==> src/rtl/core/gfop_pkg.sv <==
// Shared types, constants and the arctangent table for the odometry pose block.
`timescale 1ns / 1ps
package gfop_pkg;

   localparam int AtanEntries = 24;
   localparam logic signed [33:0] CordicGain = 34'sd652032874;

   localparam logic [2:0] CSR_DIST_PER_TICK = 3'd0;
   localparam logic [2:0] CSR_HEAD_PER_MM   = 3'd1;
   localparam logic [2:0] CSR_GYRO_OFFSET   = 3'd2;
   localparam logic [2:0] CSR_GYRO_THRESH   = 3'd3;
   localparam logic [2:0] CSR_GYRO_WEIGHT   = 3'd4;
   localparam logic [2:0] CSR_GYRO_SCALE    = 3'd5;

   typedef struct packed {
      logic load;   // capture an input beat and start the pre-CORDIC chain
      logic step;   // advance the pre-CORDIC chain one stage
      logic rot;    // one CORDIC rotation
      logic init;   // seed the rotator
      logic fin;    // scale travel by cos/sin (multiply stage)
      logic acc;    // add into the pose and show the result
   } cmd_type;

   function automatic logic [31:0] atan_lookup(input logic [4:0] idx);
      logic [31:0] v;
      case (idx)
         5'd0:  v = 32'h20000000;
         5'd1:  v = 32'h12E4051E;
         5'd2:  v = 32'h09FB385B;
         5'd3:  v = 32'h051111D4;
         5'd4:  v = 32'h028B0D43;
         5'd5:  v = 32'h0145D7E1;
         5'd6:  v = 32'h00A2F61E;
         5'd7:  v = 32'h00517C55;
         5'd8:  v = 32'h0028BE53;
         5'd9:  v = 32'h00145F2F;
         5'd10: v = 32'h000A2F98;
         5'd11: v = 32'h000517CC;
         5'd12: v = 32'h00028BE6;
         5'd13: v = 32'h000145F3;
         5'd14: v = 32'h0000A2FA;
         5'd15: v = 32'h0000517D;
         5'd16: v = 32'h000028BE;
         5'd17: v = 32'h0000145F;
         5'd18: v = 32'h00000A30;
         5'd19: v = 32'h00000518;
         5'd20: v = 32'h0000028C;
         5'd21: v = 32'h00000146;
         5'd22: v = 32'h000000A3;
         5'd23: v = 32'h00000051;
         default: v = 32'h0;
      endcase
      return v;
   endfunction

endpackage

==> src/rtl/core/gfop_ctrl.sv <==
// Sequencer that walks one beat through the pose datapath.
`timescale 1ns / 1ps
module gfop_ctrl #(
   parameter int ANGLE_BITS = 16
) (
   input  logic              clock,
   input  logic              reset,
   input  logic              req_valid,
   output logic              req_stall,
   output logic              rsp_valid,
   input  logic              rsp_stall,
   output gfop_pkg::cmd_type cmd
);
   import gfop_pkg::*;

   localparam int Iters = (ANGLE_BITS > AtanEntries) ? AtanEntries : ANGLE_BITS;
   localparam logic [2:0] ST_IDLE = 3'd0;
   localparam logic [2:0] ST_PRE  = 3'd1;
   localparam logic [2:0] ST_ROT  = 3'd2;
   localparam logic [2:0] ST_FIN  = 3'd3;
   localparam logic [2:0] ST_ACC  = 3'd4;
   localparam int PreSteps = 5;

   logic [2:0] state_ff, state_in;
   logic [4:0] cnt_ff, cnt_in;
   logic       rv_ff, rv_in;

   assign req_stall = (state_ff != ST_IDLE);
   assign rsp_valid = rv_ff;

   always_comb begin
      state_in = state_ff;
      cnt_in   = cnt_ff;
      rv_in    = rv_ff && rsp_stall;
      cmd      = '0;
      case (state_ff)
         ST_IDLE: begin
            if (req_valid) begin
               cmd.load = 1'b1;
               state_in = ST_PRE;
               cnt_in   = '0;
            end
         end
         ST_PRE: begin
            cmd.step = 1'b1;
            cnt_in = cnt_ff + 5'd1;
            if (cnt_ff == 5'(PreSteps - 1)) begin
               cmd.init = 1'b1;
               cnt_in   = '0;
               state_in = ST_ROT;
            end
         end
         ST_ROT: begin
            cmd.rot = 1'b1;
            cnt_in = cnt_ff + 5'd1;
            if (cnt_ff == 5'(Iters - 1)) state_in = ST_FIN;
         end
         ST_FIN: begin
            cmd.fin = 1'b1;
            state_in = ST_ACC;
         end
         ST_ACC: begin
            // The result register must be free before it is overwritten.
            if (!rv_ff || !rsp_stall) begin
               cmd.acc  = 1'b1;
               rv_in    = 1'b1;
               state_in = ST_IDLE;
            end
         end
         default: state_in = ST_IDLE;
      endcase
   end

   always_ff @(posedge clock) begin
      if (reset) begin
         state_ff <= ST_IDLE;
         cnt_ff   <= '0;
         rv_ff    <= 1'b0;
      end else begin
         state_ff <= state_in;
         cnt_ff   <= cnt_in;
         rv_ff    <= rv_in;
      end
   end
endmodule

==> config.mk <==
export PLATFORM = sky130hd
export DESIGN_NAME = gfop_ctrl
export DESIGN_NICKNAME = d
export VERILOG_FILES = /design/src/rtl/core/gfop_pkg.sv /design/src/rtl/core/gfop_ctrl.sv
export SDC_FILE = /design/constraint.sdc
export NUM_CORES = 1
export LEC_CHECK = 0
export BUFFER_PORTS_ARGS = -buffer_cell sky130_fd_sc_hd__buf_2
export CORE_AREA = 2 2 39 41
export DETAILED_ROUTE_END_ITERATION = 7
export DIE_AREA = 0 0 41 43
export PLACE_DENSITY_LB_ADDON = 0.12
export SLEW_MARGIN = 5
export SYNTH_ARGS = -nofsm -noshare
export SYNTH_HDL_FRONTEND = slang
export SYNTH_SLANG_ARGS = --single-unit
==> constraint.sdc <==
create_clock -name clock -period 2.3 [get_ports clock]
set_input_delay 0.115 -clock clock [delete_from_list [all_inputs] [get_ports clock]]
set_output_delay 0.115 -clock clock [all_outputs]
set_load 0.02 [all_outputs]
==> metrics.txt <==
I/O pins 12; Mapped Cells 70; hold buffer count at CTS 0; Yosys cell types 29; first-pass GRT wire length approximately 1.7 mm; Initial Util 39.1%; Final Hold Vio Count 0; Worst Skew ~4.8 ps; outcome completed; Peak Freq 0.547 GHz; final WL between 1 and 1.5 mm; CP Cell Sequence or3b_4, o22ai_2, or4b_1, a31oi_1; top cells by area, synth dfxtp_1 (33%), nor2_1 (9.0%), ha_1 (6.9%); mapped cell area 541 sq um; xor/xnor share of the synthesized area 0%; DR iter-0 viols 13; CTS Buf Count 3; hold_sp reset; ant diodes 0; crit path launch type flip-flop; pre-CTS setup slack ~480 ps; # clock sinks 9; post_cts resized 0; layout cells sized above 1 22.2%; Synth top area share roughly a third; final setup vio count 0; DP HPWL 755 microns; # DRC 0; root buf cell clkbuf_4; Post-Synth Simple-Gate Area between 30% and 40%; Vias per Instance ~5.2; Worst Path Max Fanout 9; Syn-to-layout area delta 13.7%; LEAKAGE approximately 0.28 nW; Syn Area/Cell 7.72 sq um; met2 wire length between 400 and 500 microns; CP arrival between 2000 and 2500 ps; Slew @ Worst Pin between 700 and 800 ps; remaining antenna violation count 0; worst-case clock buffer depth 2; #FFs+latches synth 9; Yosys warnings 0; GPL Wtd Cong about 0.73; Die W roughly 41 microns; part of the cycle the worst path needs roughly 79%; Hold Crit Class input port to flip-flop; All-Layer GR Usage roughly 14%; clk_lat worst skew 260 ps; vias in the first global route between 400 and 500; placed cell area around 590 sq um; Post-Route M1 WL 542 microns; Design Area, Final about 610 sq um; top layer in use met4; core area between 1000 and 1500 sq um; multi-input logic area approximately 300 sq um; post-route setup TNS 0 ps; NumNets Final 89; Crit Reg-Reg Startpoint state_ff[0]; crit path time final 1830 ps; deepest level of the CTS H-tree 1; Worst path max stage delay 470 ps; slack of the critical path 473 ps; sequential element share of the synthesized area about a third; crit end category flip-flop; Post-CTS Setup Bufs 0; WS Path Type flip-flop to flip-flop; Die H approximately 43 microns; Peak VDD IR 0.254 mV; final core utilization roughly 44%; met3 WL ~55 microns; largest area contributor in the netlist dfxtp_1; power per cell area ~550 nW/um^2; largest net degree at the start of global routing 10; Worst Path Required 2500 ps; largest family of logic cells by synthesized area simple AND/OR/NAND/NOR gates; Hold Path End cnt_ff[3]; Die Area ~1800 sq um; Routed WL per cell approximately 11 microns; row count 14; FF/Latch Area approximately 180 sq um; DR pass1 iterations 4; Worst path slowest cell dfxtp_1; Rel. slew slack between 50 and 60%; capturing point of the worst reg2reg path cnt_ff[2]; register-to-register setup slack roughly 470 ps; FILL cells between 150 and 200; initial antenna violation count 0; CTS tree done; compound-cell area share of the yosys netlist 19.0%; max-capacitance violation count 0; Max Slew Vio Count 0; hold slack final roughly 140 ps; mux contribution to synthesized area 0%; WHS Path Cells 2; RSZ-0062 raised after global routing false; vias between 500 and 600; Worst-path clk slew about 60 ps; input/output buffers 11; fraction of the mapped netlist area in adder cells just under 7%; reg2reg path depth 4; GRT overflow 0; Mapped Nets 77
-- sequential cells by signal, indices dropped and copies added, names as in the netlist --
signal	count
state_ff	3
cnt_ff	5
rsp_valid	1
-- worst max path at each step --
| stage | start | end | slack (ps) |
|---|---|---|---|
| floorplan | state_ff[0] | cnt_ff[2] | 640 |
| global placement | state_ff[0] | cnt_ff[2] | 520 |
| CTS | state_ff[0] | cnt_ff[2] | 470 |
| detailed placement | state_ff[0] | cnt_ff[2] | 480 |
| finish | state_ff[0] | cnt_ff[2] | 470 |
| global route | state_ff[0] | cnt_ff[2] | 360 |
-- power breakdown --
group / total, mW / internal [mW] / switching [mW] / leakage (nW)
logic: 0.0462 / 0.0191 / 0.0271 / 0.192
registers: 0.166 / 0.160 / 0.00571 / 0.0730
clock network: 0.125 / 0.0670 / 0.0582 / 0.0150
total: 0.337 / 0.246 / 0.0911 / 0.280
-- through the flow --
stage / power [mW] / instances
floorplan: 0.204 / 70
global route: 0.357 / 97
CTS: 0.344 / 97
detailed placement: 0.215 / 93
finish: 0.337 / 97
global placement: 0.216 / 93
-- cells in the mapped netlist --
master / number
o22a_1: 1
buf_2: 1
buf_4: 1
nor3_1: 2
or3_2: 1
buf_1: 1
o22ai_2: 1
and3_1: 1
buf_6: 1
a21oi_1: 5
dfxtp_1: 9
ha_1: 3
and2b_2: 1
nand2_1: 5
a211oi_1: 1
or3b_4: 1
nand2b_1: 1
a22oi_1: 2
a31oi_1: 2
nand4b_1: 1
nor2_1: 13
nor4bb_1: 1
and2_1: 1
o31ai_1: 1
o21ai_0: 1
nand3_1: 2
or4b_1: 1
inv_1: 8
o221ai_1: 1
-- cells by family (layout without fill, tap and decap cells) --
kind of cell	Yosys count	after routing
simple gates	31	31
compound gates	15	15
buf+inv	12	23
flops	9	9
fa+ha+maj	3	3
-- cell type report --
cell class                 instances  share of cell area [%]
sequential                         9                    29.3
clock buffer                       4                    4.28
tap                               16                    3.26
inverter                           8                    4.89
timing repair buffer              11                    8.96
multi-input combinational         49                    49.3
-- cell usage in the layout, fill, tap and decap left out --
cell type and instances:
a211oi_1 1, a21oi_1 5, a22oi_1 2, a31oi_1 2, and2_1 1, and2b_2 1, and3_1 1, buf_2 11
clkbuf_1 1, clkbuf_4 3, dfxtp_1 9, ha_1 3, inv_1 8, nand2_1 5, nand2b_1 1, nand3_1 2
nand4b_1 1, nor2_1 13, nor3_1 2, nor4bb_1 1, o21ai_0 1, o221ai_1 1, o22a_1 1, o22ai_2 1
o31ai_1 1, or3_2 1, or3b_4 1, or4b_1 1
-- routing by layer --
metal,up-vias,track usage [%]
met5,-,0
met4,0,8.00
met3,2,4.71
met2,12,17.8
met1,227,20.9
li1,263,-
-- critical path, delay by kind of cell (launching register included) --
family,cells,cell delay [ps]
AND/OR/NAND/NOR,2,890
flip-flops,1,470
AO/OA/AOI/OAI,2,400
(Power assumes the default switching activity.)
